<file path="config.mk">
export PLATFORM = sky130hd
export DESIGN_NAME = stream_find_and_replace
export DESIGN_NICKNAME = d
export VERILOG_FILES = /design/src/rtl/core/sfr_pkg.sv /design/src/rtl/core/sfr_regs.sv /design/src/rtl/core/sfr_ctrl.sv /design/src/rtl/core/sfr_dp.sv /design/src/rtl/core/stream_find_and_replace.sv
export SDC_FILE = /design/constraint.sdc
export NUM_CORES = 1
export LEC_CHECK = 0
export BUFFER_PORTS_ARGS = -buffer_cell sky130_fd_sc_hd__buf_2
export CORE_MARGIN = 2
export CORE_UTILIZATION = 55
export CTS_BUF_LIST = sky130_fd_sc_hd__clkbuf_2
export CTS_CLUSTER_DIAMETER = 80
export CTS_CLUSTER_SIZE = 28
export DETAILED_ROUTE_END_ITERATION = 10
export PLACE_DENSITY_LB_ADDON = 0.25
export SLEW_MARGIN = 30
export SYNTH_ARGS = -nofsm -noshare
export SYNTH_HDL_FRONTEND = slang
export SYNTH_HIERARCHICAL = 1
export SYNTH_SLANG_ARGS = --single-unit
</file>
<file path="constraint.sdc">
create_clock -name clk -period 7.8 [get_ports clk]
set_clock_uncertainty 0.1 [all_clocks]
set_input_delay 1.56 -clock clk [delete_from_list [all_inputs] [get_ports clk]]
set_output_delay 1.56 -clock clk [all_outputs]
set_load 0.03 [all_outputs]
</file>
<file path="src/rtl/core/sfr_pkg.sv">
`timescale 1ns / 1ps
// ----------------------------------------------------------------------------
// sfr_pkg: shared types and constants for the stream find-and-replace block
// Holds the item types of both channels, the register map and the
// command and status bundles between the controller and the datapath.
// ----------------------------------------------------------------------------
package sfr_pkg;

  // APB address width: five 64-bit registers at 8-byte spacing
  localparam int ADDR_W = 6;
  localparam int DATA_W = 64;

  // register indexes (paddr[5:3])
  typedef enum logic [2:0] {
    REG_PATTERN_BYTES      = 3'd0,
    REG_PATTERN_LENGTH     = 3'd1,
    REG_REPLACEMENT_BYTES  = 3'd2,
    REG_REPLACEMENT_LENGTH = 3'd3,
    REG_REPLACE_ALL        = 3'd4
  } reg_index_t;

  // replacement text holds at most eight bytes
  localparam logic [3:0] MAX_REPLACEMENT = 4'd8;

  typedef struct packed {
    logic [7:0] data_byte;
    logic       final_byte;
  } in_item_t;

  typedef struct packed {
    logic [7:0] out_byte;
    logic       byte_present;
    logic       run_last;
    logic       text_end;
  } out_item_t;

  typedef struct packed {
    logic [63:0] pattern_bytes;
    logic [3:0]  pattern_length;
    logic [63:0] replacement_bytes;
    logic [3:0]  replacement_length;
    logic        replace_all;
  } cfg_t;

  // controller to datapath
  typedef struct packed {
    logic load;      // take the input item into the buffer
    logic emit_buf;  // send the byte at the scan pointer, advance it
    logic emit_rep;  // send the next replacement byte
    logic set_done;  // close a full match
    logic finish;    // close the item, mark its last result, keep held bytes
  } cmd_t;

  // datapath to controller
  typedef struct packed {
    logic lt_plain;  // bytes remain that go out unchanged
    logic lt_n;      // bytes remain to scan
    logic match;     // remaining bytes are a pattern prefix
    logic full;      // ... and cover the whole pattern
    logic rep_left;  // replacement bytes remain
    logic fin;       // item carries the end mark
    logic out_free;  // output register can take a result
  } status_t;

endpackage

</file>
<file path="src/rtl/core/sfr_regs.sv">
`timescale 1ns / 1ps
// ----------------------------------------------------------------------------
// sfr_regs: configuration registers
// APB write and read access to the pattern, replacement and mode registers.
// ----------------------------------------------------------------------------
module sfr_regs (
  input  logic                       clk,
  input  logic                       rst,
  input  logic                       psel,
  input  logic                       penable,
  input  logic                       pwrite,
  input  logic [sfr_pkg::ADDR_W-1:0] paddr,
  input  logic [sfr_pkg::DATA_W-1:0] pwdata,
  output logic [sfr_pkg::DATA_W-1:0] prdata,
  output logic                       pready,
  output sfr_pkg::cfg_t              cfg
);

  logic       wr_en;
  logic [2:0] reg_sel;

  assign pready  = 1'b1;
  assign wr_en   = psel && penable && pwrite;
  assign reg_sel = paddr[5:3];

  // write the addressed register
  always_ff @(posedge clk) begin
    if (rst) begin
      cfg.pattern_bytes      <= '0;
      cfg.pattern_length     <= '0;
      cfg.replacement_bytes  <= '0;
      cfg.replacement_length <= '0;
      cfg.replace_all        <= 1'b1;
    end else if (wr_en) begin
      unique case (reg_sel)
        sfr_pkg::REG_PATTERN_BYTES:      cfg.pattern_bytes      <= pwdata;
        sfr_pkg::REG_PATTERN_LENGTH:     cfg.pattern_length     <= pwdata[3:0];
        sfr_pkg::REG_REPLACEMENT_BYTES:  cfg.replacement_bytes  <= pwdata;
        sfr_pkg::REG_REPLACEMENT_LENGTH: cfg.replacement_length <= pwdata[3:0];
        sfr_pkg::REG_REPLACE_ALL:        cfg.replace_all        <= pwdata[0];
        default: ;
      endcase
    end
  end

  // read back
  always_comb begin
    unique case (reg_sel)
      sfr_pkg::REG_PATTERN_BYTES:      prdata = cfg.pattern_bytes;
      sfr_pkg::REG_PATTERN_LENGTH:     prdata = {60'd0, cfg.pattern_length};
      sfr_pkg::REG_REPLACEMENT_BYTES:  prdata = cfg.replacement_bytes;
      sfr_pkg::REG_REPLACEMENT_LENGTH: prdata = {60'd0, cfg.replacement_length};
      sfr_pkg::REG_REPLACE_ALL:        prdata = {63'd0, cfg.replace_all};
      default:                         prdata = '0;
    endcase
  end

endmodule

</file>
<file path="src/rtl/core/sfr_ctrl.sv">
`timescale 1ns / 1ps
// ----------------------------------------------------------------------------
// sfr_ctrl: item sequencer
// Steps one item through unchanged release, prefix scan, replacement and
// end-of-text flush, issuing at most one datapath command per cycle; an output stall holds it in place.
// ----------------------------------------------------------------------------
module sfr_ctrl (
  input  logic              clk,
  input  logic              rst,
  input  logic              src_valid,
  output logic              src_stall,
  input  sfr_pkg::status_t  stat,
  output sfr_pkg::cmd_t     cmd
);

  typedef enum logic [5:0] {
    ST_IDLE  = 6'b000001,
    ST_PLAIN = 6'b000010,
    ST_SCAN  = 6'b000100,
    ST_REPL  = 6'b001000,
    ST_TAIL  = 6'b010000,
    ST_WAIT  = 6'b100000
  } state_t;

  state_t state, state_next;

  assign src_stall = (state != ST_IDLE);

  // next state and commands
  always_comb begin
    state_next = state;
    cmd        = '0;
    unique case (state)
      ST_IDLE: begin
        if (src_valid) begin
          cmd.load   = 1'b1;
          state_next = ST_PLAIN;
        end
      end
      ST_PLAIN: begin
        if (stat.lt_plain) begin
          cmd.emit_buf = stat.out_free;
        end else begin
          state_next = ST_SCAN;
        end
      end
      ST_SCAN: begin
        priority if (!stat.lt_n) begin
          state_next = ST_TAIL;
        end else if (stat.match) begin
          state_next = stat.full ? ST_REPL : ST_TAIL;
        end else begin
          cmd.emit_buf = stat.out_free;
        end
      end
      ST_REPL: begin
        if (stat.rep_left) begin
          cmd.emit_rep = stat.out_free;
        end else begin
          cmd.set_done = 1'b1;
          state_next   = ST_TAIL;
        end
      end
      ST_TAIL: begin
        // flush held bytes at end of text, then close the item
        if (stat.fin && stat.lt_n) begin
          cmd.emit_buf = stat.out_free;
        end else begin
          state_next = ST_WAIT;
        end
      end
      ST_WAIT: begin
        if (stat.out_free) begin
          cmd.finish = 1'b1;
          state_next = ST_IDLE;
        end
      end
      default: state_next = ST_IDLE;
    endcase
  end

  always_ff @(posedge clk) begin
    if (rst) begin
      state <= ST_IDLE;
    end else begin
      state <= state_next;
    end
  end

`ifndef ASSERT_OFF
  // commands other than load only issue while an item is in work
  a_no_cmd_idle: assert property (@(posedge clk) disable iff (rst)
    (state == ST_IDLE) |-> !(cmd.emit_buf || cmd.emit_rep || cmd.finish || cmd.set_done))
    else $error("datapath command issued while idle");
  // an accepted item always leaves idle
  a_load_leaves: assert property (@(posedge clk) disable iff (rst)
    cmd.load |=> (state == ST_PLAIN))
    else $error("load did not start the item");
  // replacement closes into the tail step
  a_done_tail: assert property (@(posedge clk) disable iff (rst)
    cmd.set_done |=> (state == ST_TAIL))
    else $error("match close went astray");
`endif

endmodule

</file>
<file path="src/rtl/core/sfr_dp.sv">
`timescale 1ns / 1ps
// ----------------------------------------------------------------------------
// sfr_dp: find-and-replace datapath
// Byte buffer with scan pointer, prefix compare, replacement counter, a
// one-deep pending result and the output register.
// ----------------------------------------------------------------------------
module sfr_dp #(
  parameter int MAX_PATTERN = 8
) (
  input  logic                 clk,
  input  logic                 rst,
  input  sfr_pkg::cfg_t        cfg,
  input  sfr_pkg::in_item_t    src_data,
  input  sfr_pkg::cmd_t        cmd,
  output sfr_pkg::status_t     stat,
  output logic                 res_valid,
  input  logic                 res_stall,
  output sfr_pkg::out_item_t   res_data
);

  localparam int CW = $clog2(MAX_PATTERN + 1);
  localparam int IW = (MAX_PATTERN > 1) ? $clog2(MAX_PATTERN) : 1;

  // buffer: held bytes followed by the new byte
  logic [7:0]    buf_mem [MAX_PATTERN];
  logic [CW-1:0] held_count;
  logic [CW-1:0] n;
  logic [CW-1:0] start;
  logic [CW-1:0] plain;
  logic [3:0]    rep_idx;
  logic          fin;
  logic          first_done;

  // one result waits until the next shows whether it was the last
  logic          pend_valid;
  logic [7:0]    pend_byte;

  logic [3:0]    plen;
  logic [3:0]    rlen;
  logic          pass;
  logic [CW-1:0] m;
  logic          match;
  logic          out_free;
  logic          emit;
  logic [7:0]    emit_byte;

  assign plen = (cfg.pattern_length > 4'(MAX_PATTERN)) ? 4'(MAX_PATTERN)
                                                       : cfg.pattern_length;
  assign rlen = (cfg.replacement_length > sfr_pkg::MAX_REPLACEMENT)
                ? sfr_pkg::MAX_REPLACEMENT : cfg.replacement_length;
  assign pass = (plen == 4'd0) || (!cfg.replace_all && first_done);
  assign m    = n - start;

  // compare remaining bytes against the pattern prefix
  always_comb begin
    logic [IW-1:0] ix;
    match = 1'b1;
    for (int i = 0; i < MAX_PATTERN; i++) begin
      ix = IW'(start + CW'(i));
      if ((CW'(i) < m) && (buf_mem[ix] != cfg.pattern_bytes[8*i +: 8])) begin
        match = 1'b0;
      end
    end
  end

  assign out_free       = !res_valid || !res_stall;
  assign stat.lt_plain  = start < plain;
  assign stat.lt_n      = start < n;
  assign stat.match     = match;
  assign stat.full      = 4'(m) >= plen;
  assign stat.rep_left  = rep_idx < rlen;
  assign stat.fin       = fin;
  assign stat.out_free  = out_free;

  assign emit      = cmd.emit_buf || cmd.emit_rep;
  assign emit_byte = cmd.emit_rep ? cfg.replacement_bytes[8*rep_idx[2:0] +: 8]
                                  : buf_mem[start[IW-1:0]];

  // buffer load and held-byte shift
  always_ff @(posedge clk) begin
    if (cmd.load) begin
      buf_mem[held_count[IW-1:0]] <= src_data.data_byte;
    end else if (cmd.finish) begin
      for (int i = 0; i < MAX_PATTERN; i++) begin
        if ((start + CW'(i)) < n) begin
          buf_mem[i] <= buf_mem[IW'(start + CW'(i))];
        end
      end
    end
  end

  // scan pointer and per-item counters
  always_ff @(posedge clk) begin
    if (cmd.load) begin
      n       <= held_count + CW'(1);
      start   <= '0;
      rep_idx <= '0;
      fin     <= src_data.final_byte;
      priority if (pass) begin
        plain <= held_count + CW'(1);
      end else if (4'(held_count) >= plen) begin
        plain <= held_count;
      end else begin
        plain <= '0;
      end
    end else begin
      if (cmd.emit_buf) begin
        start <= start + CW'(1);
      end
      if (cmd.emit_rep) begin
        rep_idx <= rep_idx + 4'd1;
      end
      if (cmd.set_done) begin
        start <= n;
      end
    end
  end

  // held count and replace-first flag
  always_ff @(posedge clk) begin
    if (rst) begin
      held_count <= '0;
      first_done <= 1'b0;
    end else begin
      if (cmd.set_done) begin
        first_done <= 1'b1;
      end
      if (cmd.finish) begin
        held_count <= fin ? '0 : m;
        if (fin) begin
          first_done <= 1'b0;
        end
      end
    end
  end

  // pending result and output register
  always_ff @(posedge clk) begin
    if (rst) begin
      pend_valid <= 1'b0;
      res_valid  <= 1'b0;
    end else begin
      if (res_valid && !res_stall) begin
        res_valid <= 1'b0;
      end
      if (emit) begin
        pend_valid <= 1'b1;
        pend_byte  <= emit_byte;
        if (pend_valid) begin
          res_valid             <= 1'b1;
          res_data.out_byte     <= pend_byte;
          res_data.byte_present <= 1'b1;
          res_data.run_last     <= 1'b0;
          res_data.text_end     <= 1'b0;
        end
      end else if (cmd.finish) begin
        pend_valid <= 1'b0;
        if (pend_valid || fin) begin
          res_valid             <= 1'b1;
          res_data.out_byte     <= pend_valid ? pend_byte : 8'd0;
          res_data.byte_present <= pend_valid;
          res_data.run_last     <= 1'b1;
          res_data.text_end     <= fin;
        end
      end
    end
  end

`ifndef ASSERT_OFF
  // never overwrite a result that is still waiting
  a_out_free: assert property (@(posedge clk) disable iff (rst)
    (emit || cmd.finish) |-> out_free)
    else $error("result register overwritten");
  // closing an item empties the pending stage
  a_pend_clear: assert property (@(posedge clk) disable iff (rst)
    cmd.finish |=> !pend_valid)
    else $error("pending result left after item end");
  // held bytes always fit below the pattern limit
  a_held_bound: assert property (@(posedge clk) disable iff (rst)
    held_count <= CW'(MAX_PATTERN - 1))
    else $error("held count out of range");
`endif

endmodule

</file>
<file path="src/rtl/core/stream_find_and_replace.sv">
`timescale 1ns / 1ps
// ----------------------------------------------------------------------------
// stream_find_and_replace: streaming substring find and replace
// Rewrites a byte stream, putting the configured replacement in place of
// each leftmost non-overlapping match, or the first in replace-first mode.
// ----------------------------------------------------------------------------
// One item is worked at a time; the input stalls from the load until the
// item closes. Each item is loaded, passes the release, scan and tail steps
// and is closed; a full match adds a replacement step that closes it.
// The sequencer walks the byte buffer one position per cycle while the
// output is free, so an item's work grows with the number of bytes that
// leave the block for it. A result waits in a one-deep pending stage until
// it is known whether it is the last one of its item; output stall holds
// the sequencer in place and lengthens the item.
// ----------------------------------------------------------------------------
module stream_find_and_replace #(
  parameter int MAX_PATTERN = 8
) (
  input  logic                       clk,
  input  logic                       rst,
  input  logic                       src_valid,
  output logic                       src_stall,
  input  sfr_pkg::in_item_t          src_data,
  output logic                       res_valid,
  input  logic                       res_stall,
  output sfr_pkg::out_item_t         res_data,
  input  logic                       psel,
  input  logic                       penable,
  input  logic                       pwrite,
  input  logic [sfr_pkg::ADDR_W-1:0] paddr,
  input  logic [sfr_pkg::DATA_W-1:0] pwdata,
  output logic [sfr_pkg::DATA_W-1:0] prdata,
  output logic                       pready
);

  sfr_pkg::cfg_t    cfg;
  sfr_pkg::cmd_t    cmd;
  sfr_pkg::status_t stat;

  sfr_regs u_regs (
    .clk     (clk),
    .rst     (rst),
    .psel    (psel),
    .penable (penable),
    .pwrite  (pwrite),
    .paddr   (paddr),
    .pwdata  (pwdata),
    .prdata  (prdata),
    .pready  (pready),
    .cfg     (cfg)
  );

  sfr_ctrl u_ctrl (
    .clk       (clk),
    .rst       (rst),
    .src_valid (src_valid),
    .src_stall (src_stall),
    .stat      (stat),
    .cmd       (cmd)
  );

  sfr_dp #(
    .MAX_PATTERN (MAX_PATTERN)
  ) u_dp (
    .clk       (clk),
    .rst       (rst),
    .cfg       (cfg),
    .src_data  (src_data),
    .cmd       (cmd),
    .stat      (stat),
    .res_valid (res_valid),
    .res_stall (res_stall),
    .res_data  (res_data)
  );

endmodule

</file>
; ---- Yosys cells after proc, flatten, opt, wreduce, memory -nomap -nowiden
; Memory sizes are Yosys's and may differ from the RTL's. A register that Yosys moved wholly into a read port is not among the register bits.
; Cells that the tools add are included.
[totals]
n_memories = 1
mem_bits_rw = 64
ff_bits = 186
inputBits = 86
elab_cells = 207
output_inout_bits = 78
[op_classes]
shifts = 1
n_bitwise = 1
n_mux = 92
n_reduce_logical = 34
eq_ne = 26
n_lt_le_gt_ge = 22
add_sub_neg = 10
[mem_list]
columns = name, words, word_bits, read_ports, rd_clocked_by_memory_dff, wr, line
row1 = u_dp.buf_mem, 8, 8, 8, 1, 8, sfr_dp.sv:25  ; logic [7:0] buf_mem [MAX_PATTERN];
[op_table]
columns = cell, n
row1 = $pmux W64 S5, 1
row2 = $ne A8 B8 Y1, 8
row3 = $shiftx A64 B7 Y8, 1
row4 = $mux W1, 63
row5 = $mux W11, 4
row6 = $mux W6, 7
row7 = $lt A4 B4 Y1, 10
row8 = $pmux W6 S6, 1
row9 = $mux W4, 7
row10 = $mux W8, 3
row11 = $add A4 B3 Y4 const B, 4
row12 = $lt A3 B4 Y1 const A, 4
row13 = $logic_and A1 B1 Y1, 13
row14 = $add A4 B1 Y4 const B, 3
row15 = $reduce_and A2 Y1, 6
row16 = $mux W3, 3
row17 = $add A4 B2 Y4 const B, 2
row18 = $ge A4 B4 Y1, 2
row19 = $gt A4 B4 Y1 const B, 2
row20 = $lt A1 B4 Y1 const A, 2
row21 = $lt A2 B4 Y1 const A, 2
row22 = $ne A2 B2 Y1 const B, 4
row23 = $reduce_or A8 Y1, 1
row24 = $eq A3 B2 Y1 const B, 2
row25 = 23 further kinds, 31

; ---- Depth between registers and ports, before layout
; Gate-level depths: netlist of the first run.
[depth]
word_depth = 18
ltp_mapped = 27
ltp_nobuf = 19

; ---- Modules after synthesis
; The synthesis of the first run kept the hierarchy.
[by_module_without_submodules]
columns = module, cells_per_inst, n_inst, seq_area_each_um2, area_per_inst_um2
row1 = sfr_dp, 887, 1, 3123.0, 10050.9
row2 = sfr_regs, 691, 1, 2742.6, 6570.1
row3 = sfr_ctrl, 48, 1, 120.1, 401.6

; ---- Least setup slack after synthesis of the first run
; Ideal clock, no wire load.
[synth_timing]
path_type = register to register
from = register u_dp.start[1]
to = register, netlist name u_dp/res_data[0]
setup_ps = 395
t_required_ps = 7305
arrival_time_ps = 5827
path_stages_with_launch = 26
setup_slack_ps = 1478
period_less_slack_ps = 6322
cell_sequence = dfxtp_1 > buf_6 > buf_12 > buf_8 > inv_1 > ha_1 > clkbuf_1 > buf_2 > clkbuf_1 > mux4_2 > xor2_1 > nor3_1 > a31oi_1 > nor4_2 > a41oi_1 > a2111oi_2 > buf_4 > or4bb_1 > nor2_1 > a311oi_1 > nor2b_1 > clkbuf_1 > nor2_1 > and2_1 > nor2_1 > nor3_1
[synth_lines]
columns = item, line
row1 = "start, declared", sfr_dp.sv:28  ; logic [CW-1:0] start;
row2 = "start signal, assigned", sfr_dp.sv:108  ; start <= start + CW'(1);
row3 = "start signal, assigned", sfr_dp.sv:114  ; start <= n;

==> flow_metrics.tcl, run 1 <==
set metrics [dict create \
    worstSetupStartpointType "flop" \
    vdd_drop_max_mv 0.136 \
    fin_util_pct 59.5 \
    avgSynthCellArea_sq_um 10.5 \
    dpl.hpwl_microns 37100 \
    wirelength_microns 52900 \
    setup_viol 0 \
    core-area_sq_um 30500 \
    fp.dieArea_sq_um 32400 \
    sequentialPowerShare_pct 52.5 \
    rsz0062_at_grt "false" \
    regToRegEndpoint "u_dp/res_data[5]" \
    ant_nets 0 \
    p_switching_uw 866 \
    cts_setup_buffers 0 \
    final_nets 1830 \
    p_leak_uw 0.00672 \
    grt_usage_pct 31.7 \
    gr-total-overflow 0 \
    crit_fanout 16 \
    pre_cts_slack_ns 1.46 \
    min_from "u_dp/pend_valid" \
    clock_sink_count 253 \
    power_uw 2700 \
    ys_warn_count 6 \
    htreeDepth 1 \
    grt_max_degree 117 \
    wl_per_cell_microns 25.1 \
    worst-slew-pin-transition_ns 1.05 \
    netlist_area_sq_um 17000 \
    p_sw_share_pct 32.0 \
    arrival_ns 6.93 \
    area_growth_syn_to_layout_pct 6.56 \
    drc_errors 0 \
    antenna_found_initial 4 \
    clk_pin_slew_worst_paths_ns 0.46 \
    worst_ep_required_time_ns 8.38 \
    post-route-period-util_pct 81.5 \
    mostFrequentLayoutCells "mux2i_1, dfxtp_1, buf_2, nand2b_1, o21ai_0" \
    pin_count 164 \
    path_class "reg -> reg" \
    period_minus_slack_ns 6.35 \
    combPwrFrac_pct 22.4 \
    rows 64 \
    cts_tree "built" \
    synthTopCellsByArea "dfxtp_1, edfxtp_1, mux4_2" \
    min_path_type "reg -> reg" \
    async_flop_share_pct 0 \
    clock.fmax_mhz 157 \
    gp_congestion 1.01 \
    start_util_pct 55.8 \
    reg2regPathDepth 20 \
    cap_violations 0 \
    vias_per_cell 6.53 \
    fin_setup_tns_ns 0 \
    finalWorstSetupSlack_ns 1.45 \
    finalHoldViolCount 0 \
    yosysSeqAreaShare_pct 35.2 \
    final_common_cell "mux2i_1" \
    synth.distinct_cells 72 \
    synth_edf_count 92 \
    clkLatencyLatePin_ns 1.03 \
    synth_ff_type "dfxtp_1" \
    holdPathEnd "u_dp/pend_valid" \
    outcome "finished, final reports clean" \
    portBuffers 159 \
    cts_buffers 15 \
    synth_top_area_share_pct 18.9 \
    cts_resized 0 \
    first_global_vias 13388 \
    synth_seq_cells 253 \
    slew_headroom_pct 29.8 \
    p_clk_share_pct 25.1 \
    power_density_nw_per_um2 149 \
    die_w_microns 180 \
    endpoint_kind "flop" \
    drtIter0Drc 1780 \
    synth_top_area_cell "dfxtp_1" \
    hold_depth 2 \
    syn_nets 1760 \
    grt_pass1_wl_microns 80700 \
    clockBufferDepth 3 \
    cts-root-buf "clkbuf_2" \
    drive_above_1_share_pct 20.0 \
    vias 13749 \
    die_y_microns 180 \
    reg2reg_from "u_dp/start[1]" \
    hold_slack_ns 0.408 \
    r2r_slack_ns 1.45 \
    p_int_uw 1840 \
    finalMaxSlewViolations 0 \
    ctsHoldBuffers 0 \
    dr.pass1.iters 5 \
    synth_cells 1626 \
]
-- worst max-delay path, stage by stage, from the launching register on --
cell and delay, ns:
dfxtp_2 0.42, inv_1 0.23, ha_1 0.69, buf_4 0.38
mux4_2 0.54, mux2i_1 0.33, xnor2_1 0.11, nor3_1 0.20
nand4_1 0.18, nor4_2 0.34, nand4_1 0.18, a2111oi_2 0.61
or4bb_1 0.20, nor2_1 0.06, a311oi_1 0.41, nor2b_1 0.29
nor2_1 0.26, and2_1 0.18, nor2_1 0.04, nor3_1 0.16
buf_4 0.23
-- per-stage QoR --
step / cells / area [sq um]
global placement: 2073 / 17700
finish: 2104 / 18100
floorplan: 1626 / 17000
detailed placement: 2073 / 17800
CTS: 2099 / 18100
global route: 2103 / 18100
-- power by group through the flow --
stage / logic [uW] / registers, uW / clock network, uW
2_1_floorplan: 429 / 1430 / 0
3_3_place_gp: 571 / 1440 / 0
3_5_place_dp: 583 / 1440 / 0
4_1_cts: 585 / 1420 / 681
5_1_grt: 642 / 1420 / 725
6_report: 605 / 1420 / 679
-- kinds of logic after synthesis --
group,synth area share (%)
AOI/OAI and AO/OA,12.8
xor gates and xnor gates,5.03
adders and majority gates,3.57
buffers and inverters,5.23
DFF,35.2
muxes,23.6
other,0.0220
and+or+nand+nor,14.6
-- state kept, by name (all words and copies together), names as in the netlist, 4 cells and up, named ones only --
signal	count
u_regs/cfg	137
u_dp/buf_mem	64
u_dp/res_data	11
u_dp/pend_byte	8
u_ctrl/state	6
u_dp/held_count	4
u_dp/n	4
u_dp/plain	4
u_dp/rep_idx	4
u_dp/start	4
-- metal layers --
layer	track usage, %	share of wire, %
met1	43.4	40
met2	50.5	46
met3	6.14	10
met4	11.2	3.9
met5	0	0.023
-- final cells by class --
class | instances | area (sq um)
Fill cell | 2579 | 12400
Inverter | 29 | 109
Antenna cell | 3 | 7.51
Sequential cell | 253 | 5990
Clock inverter | 9 | 188
Tap cell | 396 | 495
Clock buffer | 17 | 85.1
Timing Repair Buffer | 184 | 1020
Multi-Input combinational cell | 1213 | 10200
-- cells in the mapped netlist (6+ instances only) --
master      n
mux2i_1   173
dfxtp_1   161
nand2b_1  157
o21ai_0   140
mux4_2     99
edfxtp_1   92
nor2b_1    80
nand2_1    78
o21ai_1    65
a22o_1     64
nor2_1     56
xnor2_1    56
clkbuf_1   53
ha_1       47
xor2_1     40
buf_2      38
inv_1      29
a21oi_1    26
a21o_1     13
buf_6      13
nand4_1    12
buf_1       9
buf_4       9
nor3_1      8
nor4_1      8
a211o_1     7
a211oi_1    7
buf_12      6
nand3_1     6
o211ai_1    6
-- how the worst max path moves through the flow --
stage                              from           endpoint  slack [ns]  cells past startpoint
after floorplan           u_dp/start[1]   u_dp/res_data[0]        1.48                     25
after global placement    u_dp/start[1]  u_dp/res_data[10]        1.49                     19
after detailed placement  u_dp/start[1]   u_dp/res_data[3]        1.46                     19
after CTS                 u_dp/start[1]   u_dp/res_data[4]        1.47                     19
after global routing      u_dp/start[1]   u_dp/res_data[5]        1.19                     20
final                     u_dp/start[1]   u_dp/res_data[5]        1.45                     20
Note: power is estimated with default switching activity, not from simulation.
==> inputs of run 2 (changes only) <==
- clock period: 7.8 -> 5.85 ns (I/O delays scaled with it)
==> run 2 against run 1 <==
  * Critical path depth did not move
  * Sequential share of layout area fell by 0.13 points
  * Worst setup slack got worse by 1.2 ns
==> flow_metrics.tcl, run 2 (same netlist as run 1, synthesis figures left out) <==
set metrics [dict create \
    crit_fanout 16 \
    largest_register_ffs 137 \
    setup_viol 0 \
    dr.pass1.iters 6 \
    slowest_delay_ns 0.59 \
    start_util_pct 55.8 \
    finalMaxSlewViolations 0 \
    antenna_found_initial 2 \
    top_regs "u_regs/cfg: 137 flops, u_dp/buf_mem: 64 flops, u_dp/res_data: 11 flops" \
    grt_usage_pct 32.4 \
    grt_pass1_wl_microns 81400 \
    clk_pin_slew_worst_paths_ns 0.43 \
    mostFrequentLayoutCells "mux2i_1, dfxtp_1, buf_2, nand2b_1, o21ai_0" \
    power_density_nw_per_um2 191 \
    ant_nets 0 \
    clockBufferDepth 3 \
    drc_errors 0 \
    hold_slack_ns 0.287 \
    cpLargestDelayFamily "simple AND/OR/NAND/NOR gates" \
    htreeDepth 1 \
    min_path_type "in -> reg" \
    drtIter0Drc 1449 \
    r2r_slack_ns 0.27 \
    grt_max_degree 217 \
    cts-root-buf "clkbuf_2" \
    cts_resized 0 \
    clock.fmax_mhz 179 \
    cts_tree "built" \
    vias_per_cell 6.44 \
    post-route-period-util_pct 95.4 \
    portBuffers 159 \
    endpoint_kind "flop" \
    gp_congestion 0.964 \
    finalHoldViolCount 0 \
    rows 64 \
    worst-slew-pin-transition_ns 1.02 \
    wirelength_microns 53500 \
    final_common_cell "mux2i_1" \
    area_growth_syn_to_layout_pct 6.99 \
    worstSetupStartpointType "flop" \
    cap_violations 0 \
    crit_chain "inv_1 -> ha_1 -> buf_4 -> mux4_2 -> mux2i_1 -> xnor2_1 -> nor3_1 -> nand4_1 -> nor4_2 -> a41oi_1 -> a2111oi_2 -> or4bb_1 -> nor2_1 -> a311oi_1 -> nor2b_1 -> buf_4 -> nor3_1 -> nor3_4 -> buf_12 -> o21bai_1" \
    worst_ep_required_time_ns 6.60 \
    slew_headroom_pct 31.2 \
    die_w_microns 180 \
    drive_above_1_share_pct 20.8 \
    gr-total-overflow 0 \
    clkLatencyLatePin_ns 0.94 \
    first_global_vias 13283 \
    core-area_sq_um 30500 \
    path_class "reg -> reg" \
    dpl.hpwl_microns 38400 \
    arrival_ns 6.32 \
    pin_count 164 \
    period_minus_slack_ns 5.58 \
    clock_sink_count 253 \
    die_y_microns 180 \
    vdd_drop_max_mv 0.167 \
    fp.dieArea_sq_um 32400 \
    outcome "finished, final reports clean" \
    cts_buffers 15 \
    fin_setup_tns_ns 0 \
    wl_per_cell_microns 25.2 \
    rsz0062_at_grt "false" \
    cp_slowest_cell "a2111oi_2" \
    path_buf_inv 4 \
    final_nets 1853 \
    p_leak_uw 0.00679 \
    top_register "u_regs/cfg" \
    vias 13690 \
]
-- run 2: final timing paths --
path | to | cells after the start | startpoint
worst min-delay path | u_dp/fin | 1 | src_data[0]
worst max register to register | u_dp/res_valid | 20 | u_dp/start[1]
worst min register to register | u_regs/cfg[112] | 2 | u_regs/cfg[112]
worst max-delay path | u_dp/res_valid | 20 | u_dp/start[1]
-- run 2: layer usage --
| layer | routed length (microns) | track usage (%) | vias to the layer above |
|---|---|---|---|
| li1 | - | - | 6135 |
| met1 | 21400 | 44.2 | 6709 |
| met2 | 24400 | 51.3 | 709 |
| met3 | 5310 | 6.28 | 135 |
| met4 | 2490 | 12.3 | 2 |
| met5 | 9 | 0 | - |
-- run 2: stage by stage --
step                      utilization [%]  power (uW)  cell area (sq um)  setup slack, ns  cells
after global placement               58.9        2710              18000            0.231   2097
after global routing                 59.7        3600              18200           0.0123   2124
after floorplan                         -        2480              17000           0.0245   1626
after detailed placement             59.0        2720              18000            0.210   2097
after CTS                            59.6        3460              18200            0.154   2122
final                                59.7        3470              18200            0.272   2125
-- run 2: report_power, final --
part / internal (uW) / switching (uW)
Clock: 119 / 631
Combinational: 352 / 476
Sequential: 1860 / 31.0
Total: 2330 / 1140
-- run 2: cell type report --
cell class / count / area [sq um]
inverters: 29 / 109
multi-input cells: 1213 / 10200
repair buffers: 207 / 1200
clock inverters: 10 / 101
well taps: 396 / 495
flip-flops and latches: 253 / 5990
diodes: 2 / 5.00
fillers: 2556 / 12300
clock buffers: 15 / 75.1
-- run 2: timing repair --
action	in CTS	in global routing
buffers inserted	0	1
hold buffers	0	0
endpoints found under the setup margin	0	12
==> inputs of run 3 (changes only) <==
- CORE_MARGIN: 2 -> 10
==> run 3 against run 2 <==
  * Worst hold slack improved by 0.022 ns
  * Wire length increased by 1.3%
  * Sequential power about the same
  * Design area increased by 0.14%
  * Combinational power decreased by 0.7%
  * Worst setup slack improved by 0.079 ns
  * Largest cell class unchanged
==> flow_metrics.tcl, run 3 (same netlist as run 1, synthesis figures left out) <==
set metrics [dict create \
    outcome "finished, final reports clean" \
    crit_end "u_dp/pend_byte[4]" \
    wl_per_cell_microns 25.5 \
    hold_slack_ns 0.310 \
    vias_per_cell 6.49 \
    dr.pass1.iters 7 \
    pin_count 164 \
    cts_tree "built" \
    drc_errors 0 \
    clk_pin_slew_worst_paths_ns 0.53 \
    gp_congestion 1.07 \
    vias 13784 \
    crit_fanout 8 \
    largest_register_ffs 137 \
    endpoint_kind "flop" \
    cap_violations 0 \
    portBuffers 159 \
    final_common_cell "mux2i_1" \
    period_minus_slack_ns 5.50 \
    vdd_drop_max_mv 0.207 \
    seq_area_sq_um 5990 \
    worst_ep_required_time_ns 6.36 \
    gr-total-overflow 0 \
    finalMaxSlewViolations 0 \
    mostFrequentLayoutCells "mux2i_1, dfxtp_1, buf_2, nand2b_1, o21ai_0" \
    final_nets 1854 \
    slew_headroom_pct 29.8 \
    top_register "u_regs/cfg" \
    pre_cts_slack_ns 0.122 \
    grt_usage_pct 27.2 \
    clock_sink_count 253 \
    worst-slew-pin-transition_ns 1.05 \
    finalHoldViolCount 0 \
    htreeDepth 1 \
    r2r_slack_ns 0.35 \
    setup_viol 0 \
    arrival_ns 6.01 \
    p_leak_uw 0.00680 \
    start_util_pct 55.6 \
    fillers 2610 \
    ant_nets 0 \
    path_class "reg -> reg" \
    rsz0062_at_grt "false" \
    area_growth_syn_to_layout_pct 7.14 \
    reg2reg_from "u_dp/start[2]" \
    fp.dieArea_sq_um 38400 \
    first_global_vias 13842 \
    cts_buffers 15 \
    reg2regPathDepth 19 \
    power_density_nw_per_um2 190 \
    core-area_sq_um 30600 \
    multiInputGateArea_sq_um 10300 \
    regToRegEndpoint "u_dp/pend_byte[4]" \
    wirelength_microns 54300 \
    fin_util_pct 59.6 \
    startpoint "u_dp/start[2]" \
    top_regs "u_regs/cfg: 137 flops, u_dp/buf_mem: 64 flops, u_dp/res_data: 11 flops" \
    final_cells 2125 \
    die_w_microns 196 \
    clkLatencyLatePin_ns 0.96 \
    fin_setup_tns_ns 0 \
    drive_above_1_share_pct 21.0 \
    clockBufferDepth 3 \
    clock.fmax_mhz 182 \
    die_y_microns 196 \
    drtIter0Drc 1931 \
    dp_cells 2098 \
    post-route-period-util_pct 94.0 \
    antenna_found_initial 1 \
    grt_max_degree 108 \
    finalWorstSetupSlack_ns 0.350 \
    cts-root-buf "clkbuf_2" \
    min_path_type "in -> reg" \
    grt_pass1_wl_microns 83200 \
    worstSetupStartpointType "flop" \
    rows 64 \
    dpl.hpwl_microns 40000 \
]
[run 3: changes by cell type in the layout (fill, tap and decap cells not counted), moves of 2 or more]
cell     before  now
inv_12        1    3
o21ai_1      67   65
inv_6         3    0
inv_8         2    0
[run 3: area by class of cell]
| type | instances | share of cell area (%) |
|---|---|---|
| Antenna cell | 2 | 0.0274 |
| Clock buffer | 16 | 0.439 |
| Clock inverter | 8 | 0.556 |
| Inverter | 29 | 0.597 |
| Multi-Input combinational cell | 1213 | 56.2 |
| Sequential cell | 253 | 32.8 |
| Tap cell | 396 | 2.72 |
| Timing Repair Buffer | 208 | 6.62 |
[run 3: how the worst min path moves through the flow]
stage                          startpoint               to  depth (start not counted)
after detailed placement  u_dp/pend_valid  u_dp/pend_valid                          2
after global routing           pwdata[46]  u_regs/cfg[119]                          3
after global placement    u_dp/pend_valid  u_dp/pend_valid                          2
final                          pwdata[61]  u_regs/cfg[134]                          3
after floorplan             u_regs/cfg[2]    u_regs/cfg[2]                          2
after CTS                      pwdata[54]   u_regs/cfg[59]                          3
[run 3: what timing repair did]
item	CTS	global route
resized for setup	0	2
endpoints found under the setup margin	0	25
hold buffers	0	0
setup buffers	0	1
[run 3: routing by layer]
layer | vias to the layer above | track usage [%] | part of all wire, % | routed length (microns)
li1 | 6123 | - | - | -
met1 | 6753 | 34.5 | 39 | 21100
met2 | 775 | 44.0 | 47 | 25400
met3 | 133 | 6.63 | 9.9 | 5380
met4 | 0 | 10.5 | 4.3 | 2330
met5 | - | 0 | 0 | 0
[run 3: critical path, cell delays in order, from the launching register on]
cell       delay (ns)
dfxtp_1          0.44
inv_1            0.10
ha_2             0.51
buf_4            0.24
buf_4            0.17
mux4_2           0.30
mux2i_1          0.32
xnor2_1          0.16
nor2_1           0.08
a41oi_1          0.37
o21ai_0          0.13
a41oi_1          0.33
a2111oi_4        0.12
or4bb_1          0.52
nor2_1           0.17
a311oi_1         0.11
nor2b_1          0.22
nor2_1           0.08
buf_4            0.19
nor2_1           0.51
[run 3: through the flow]
| stage | area, sq um | total power, uW |
|---|---|---|
| 2_1_floorplan | 17000 | 2480 |
| 3_3_place_gp | 18000 | 2700 |
| 3_5_place_dp | 18000 | 2720 |
| 4_1_cts | 18200 | 3460 |
| 5_1_grt | 18200 | 3590 |
| 6_report | 18200 | 3470 |
[run 3: report_power, final]
part | internal, uW | switching (uW) | total (uW)
clock | 118 | 633 | 752
combinational | 349 | 473 | 822
sequential | 1860 | 31.0 | 1890
